$ cat src/hw/rtl/pfvs_pkg.sv
`default_nettype none
// ----------------------------------------------------------------------------
// pfvs_pkg
// Shared constants and types of the plug-flow volume shunt.
// ----------------------------------------------------------------------------
package pfvs_pkg;
    localparam int DEPTH  = 64;
    localparam int IDX_W  = $clog2(DEPTH);
    localparam int CNT_W  = $clog2(DEPTH + 1);
    localparam int VOL_W  = 24;
    localparam int CONC_W = 16;
    localparam int PEND_W = 32;
    localparam int NUM_W  = CONC_W + VOL_W + 1;   // signed numerator
    localparam int DIV_W  = VOL_W + CONC_W;       // magnitude dividend

    typedef struct packed {
        logic [VOL_W-1:0]  vol;
        logic [CONC_W-1:0] top;
        logic [CONC_W-1:0] bot;
    } t_elem;
endpackage
`default_nettype wire

$ cat src/hw/rtl/pfvs_div.sv
`default_nettype none
// ----------------------------------------------------------------------------
// pfvs_div
// Restoring divider, one quotient bit per cycle, rounding half away from zero.
// ----------------------------------------------------------------------------
module pfvs_div (
    input  wire logic                          i_clk,
    input  wire logic                          i_rst_n,
    input  wire logic                          i_start,
    input  wire logic [pfvs_pkg::DIV_W-1:0]    i_num,
    input  wire logic [pfvs_pkg::VOL_W-1:0]    i_den,
    output logic                               o_done,
    output logic      [pfvs_pkg::DIV_W-1:0]    o_quot
);
    localparam int STEP_W = $clog2(pfvs_pkg::DIV_W + 1);

    logic [pfvs_pkg::DIV_W-1:0] r_num;
    logic [pfvs_pkg::VOL_W-1:0] r_rem;
    logic [pfvs_pkg::VOL_W-1:0] r_den;
    logic [STEP_W-1:0]          r_step;
    logic                       r_busy;
    logic [pfvs_pkg::VOL_W:0]   w_trial;
    logic [pfvs_pkg::VOL_W+1:0] w_diff;

    // Dividend is pre-biased by den/2 so truncation gives rounded magnitude.
    assign w_trial = {r_rem, r_num[pfvs_pkg::DIV_W-1]};
    assign w_diff  = {1'b0, w_trial} - {2'b00, r_den};

    always_ff @(posedge i_clk) begin
        if (!i_rst_n) begin
            r_busy <= 1'b0;
            o_done <= 1'b0;
        end else begin
            o_done <= 1'b0;
            if (i_start) begin
                r_busy <= 1'b1;
                r_step <= STEP_W'(pfvs_pkg::DIV_W);
                r_num  <= i_num;
                r_den  <= i_den;
                r_rem  <= '0;
            end else if (r_busy) begin
                // The remainder always stays below the divisor.
                if (!w_diff[pfvs_pkg::VOL_W+1]) begin
                    r_rem <= w_diff[pfvs_pkg::VOL_W-1:0];
                end else begin
                    r_rem <= w_trial[pfvs_pkg::VOL_W-1:0];
                end
                r_num <= {r_num[pfvs_pkg::DIV_W-2:0], ~w_diff[pfvs_pkg::VOL_W+1]};
                r_step <= r_step - 1'b1;
                if (r_step == STEP_W'(1)) begin
                    r_busy <= 1'b0;
                    o_done <= 1'b1;
                end
            end
        end
    end
    assign o_quot = r_num;
endmodule
`default_nettype wire

$ cat config.mk
export PLATFORM = sky130hd
export DESIGN_NAME = pfvs_div
export DESIGN_NICKNAME = d
export VERILOG_FILES = /design/src/hw/rtl/pfvs_pkg.sv /design/src/hw/rtl/pfvs_div.sv
export SDC_FILE = /design/constraint.sdc
export NUM_CORES = 1
export LEC_CHECK = 0
export BUFFER_PORTS_ARGS = -buffer_cell sky130_fd_sc_hd__buf_4
export CAP_MARGIN = 40
export CORE_ASPECT_RATIO = 0.8
export CORE_MARGIN = 2
export CORE_UTILIZATION = 59
export CTS_CLUSTER_SIZE = 28
export DETAILED_ROUTE_END_ITERATION = 6
export PLACE_DENSITY_LB_ADDON = 0.12
export SLEW_MARGIN = 10
export SYNTH_ARGS = -nofsm -noshare
export SYNTH_HDL_FRONTEND = slang
export SYNTH_SLANG_ARGS = --single-unit
$ cat constraint.sdc
create_clock -name i_clk -period 5.14 [get_ports i_clk]
set_input_delay 0.514 -clock i_clk [delete_from_list [all_inputs] [get_ports i_clk]]
set_output_delay 0.514 -clock i_clk [all_outputs]
set_load 0.02 [all_outputs]
==> results.md <==
- Starting Density: 0.611
- IR drop worst, VDD: 0.225 mV
- Relative slew slack: 0.428
- Drt first pass iters: 5
- Top FF cell, synth: edfxtp_1
- Setup bufs post-CTS: 0
- GRT overflow: 0
- Main area contributors after synthesis: edfxtp_1 (54%), mux2_2 (8.6%), ha_1 (6.2%)
- TNS Setup: 0 ns
- Io pins: about 110
- Clk buf depth: 2
- Vias in the first global route: 3712
- Final wirelength: ~11 mm
- Worst Skew: 0.0142 ns
- Post-CTS sizing: 0
- Power Dens Cells: 306 nW/um^2
- Syn nets: 549
- Crit path largest cell delay: 0.79 ns
- Multi-input combinational cell area: 2160 um^2
- First-pass GRT wire length: around 18 mm
- Filler cell count: roughly 590
- Seq cells post-synth: 96
- Yosys cell types: 50
- TritonCTS clock tree: built
- Fin nets: 651
- Worst setup SP type: flop
- Layout area overhead: 20.8%
- Period utilization: 0.663
- GRT Total Usage: 0.238
- Worst skew pair latency: ~0.36 ns
- Share of layout cells above drive strength 1: 0.302
- Cells after synthesis: around 460
- Most frequent cells after synthesis: edfxtp_1 (94), nand2_1 (55), mux2_2 (40), a21oi_1 (37), inv_1 (33)
- Top Family by Delay on Critical Path: compound AO/OA/AOI/OAI gates
- Max Cap Viol: 0
- Min Tclk post-route: ~3.4 ns
- Synthesized cell area: ~5200 um^2
- Slowest CP cell: o311a_1
- Wire length per cell: 16.3 um
- CP Capture Type: flop
- Die H: slightly below 90 um
- P_leak: 2.57 nW
- Worst Path Required: 5.22 ns
- Ys async rst share: 0
- CTS Root Cell: clkbuf_8
- Placed insts: 658
- Unrepaired setup endpoints after global routing: false
- Max Slew Vio Count: 0
- Avg Cell Area, Syn: 11.5 um^2
- DRT iter0 DRCs: 228
- Clk sinks: between 90 and 100
- H-tree level count: 3
- Flip-flop and latch area: about 2900 um^2
- Yosys top cell area share: 0.542
- Std-Cell Rows: 30
- Clock-pin slew on the worst setup and hold paths: 0.10 ns
- Worst-Margin Slew: ~0.86 ns
- Dominant cell type by area after synthesis: edfxtp_1
- Status: complete, no violations
- Critical path class: flop to flop
- Top cell by count, worst path: a21oi_1
- Crit path cell chain: ha_1 > a21oi_1 > o21a_1 > o21ai_0 > a211oi_1 > o311a_1 > nor3_1 > a21oi_1 > nor2_1
- Most frequent cell after synthesis: edfxtp_1
- DR vias: 3847
- Routability cong.: 0.884
- Fmax: 293 MHz
- Initial antenna violation count: 0
- Yosys warnings: 0
- Core area: 8520 um^2
- Final hold vios: 0
- Post-DP HPWL: 7.78 mm
- Seq/Total Area, Yosys: 0.549
- CP Max Fanout: 19
- Count of antenna-violating nets left after detailed routing: 0
- Largest net degree at the start of global routing: 70
- Cts hold-fix bufs: 0
- Num CTS Buffers: 9
- Hold Path Class: input port to flop
- Via density: 5.71
- Die ar.: 9600 um^2
- PortBufs: 107
- Die Width: roughly 110 um
- Number of buffers and inverters on the critical path: 0
- DRC Markers: 0
- Finished Layout Cells: about 670
- Antenna Cells: 0
- # setup viols final: 0
- Post-synth EDFFs: 94
- Arrival @ worst endpoint: 3.49 ns
==> logic make-up after synthesis <==
logic type	count (synthesis)	synth area share
AND/OR/NAND/NOR	122	0.105
AO/OA/AOI/OAI	97	0.118
flip-flops	96	0.549
buffers and inverters	52	0.0384
multiplexers	42	0.0903
adder cells (fa/ha/maj)	27	0.0663
XOR/XNOR	19	0.0319
==> routing by layer <==
metal,global-route usage,part of all wire,up-vias
met1,0.327,0.44,1841
met3,0.0707,0.071,13
met5,0,0,-
met4,0.0723,0.012,0
li1,-,-,1866
met2,0.367,0.48,127
==> where the power goes <==
part / switching [W] / internal (W) / leakage [nW] / total, W
registers: 0.0000301 / 0.000939 / 0.913 / 0.000969
logic: 0.000288 / 0.000222 / 1.57 / 0.000509
clock network: 0.000260 / 0.000191 / 0.0828 / 0.000451
==> placed cells by master (no fill, tap or decap), types with 4 or more instances in the layout <==
cell and instances:
a31oi_1 4, inv_1 33, clkbuf_8 10, a21o_1 5, mux2_2 40, xor2_1 9
edfxtp_1 94, nand2_1 55, a21oi_1 37, xnor2_1 10, nor2b_1 6, o21ai_0 18
buf_4 109, ha_1 26, a211oi_1 6, nor3_1 6, nor2_1 27, nand3_1 11
o21a_1 6
==> path summary, 6_finish.rpt <==
path	from	end	slack [ns]	cells after the start
hold / removal	i_den[23]	r_den[23]	0.32	1
setup / recovery	r_rem[19]	r_rem[2]	1.73	9
setup reg to reg	r_rem[19]	r_rem[2]	1.73	9
hold reg to reg	r_busy	o_done	0.46	2
==> cell type report <==
| type | instances | area share |
|---|---|---|
| clock buffer | 12 | 0.0231 |
| clock inverter | 4 | 0.00517 |
| inverter | 33 | 0.0197 |
| multi-input combinational | 307 | 0.343 |
| sequential | 96 | 0.455 |
| tap | 112 | 0.0223 |
| timing repair buffer | 110 | 0.132 |
==> per-stage QoR <==
stage	hold WS (ns)	power [W]	util	setup slack, ns	instance area (um^2)
finish	0.324	0.00193	0.739	1.73	6300
global route	0.296	0.00203	0.739	1.45	6300
CTS	0.306	0.00193	0.739	1.75	6300
detailed placement	0.446	0.00149	0.718	1.76	6120
global placement	0.435	0.00147	0.716	1.95	6100
floorplan	0.415	0.00134	-	2.01	5210
==> sequential cells by signal (all words and copies together), names as in the netlist <==
register and count:
r_den 24, r_busy 1, r_step 6, r_rem 24, o_done 1, o_quot 40
Note: power is estimated with default switching activity, not from simulation.
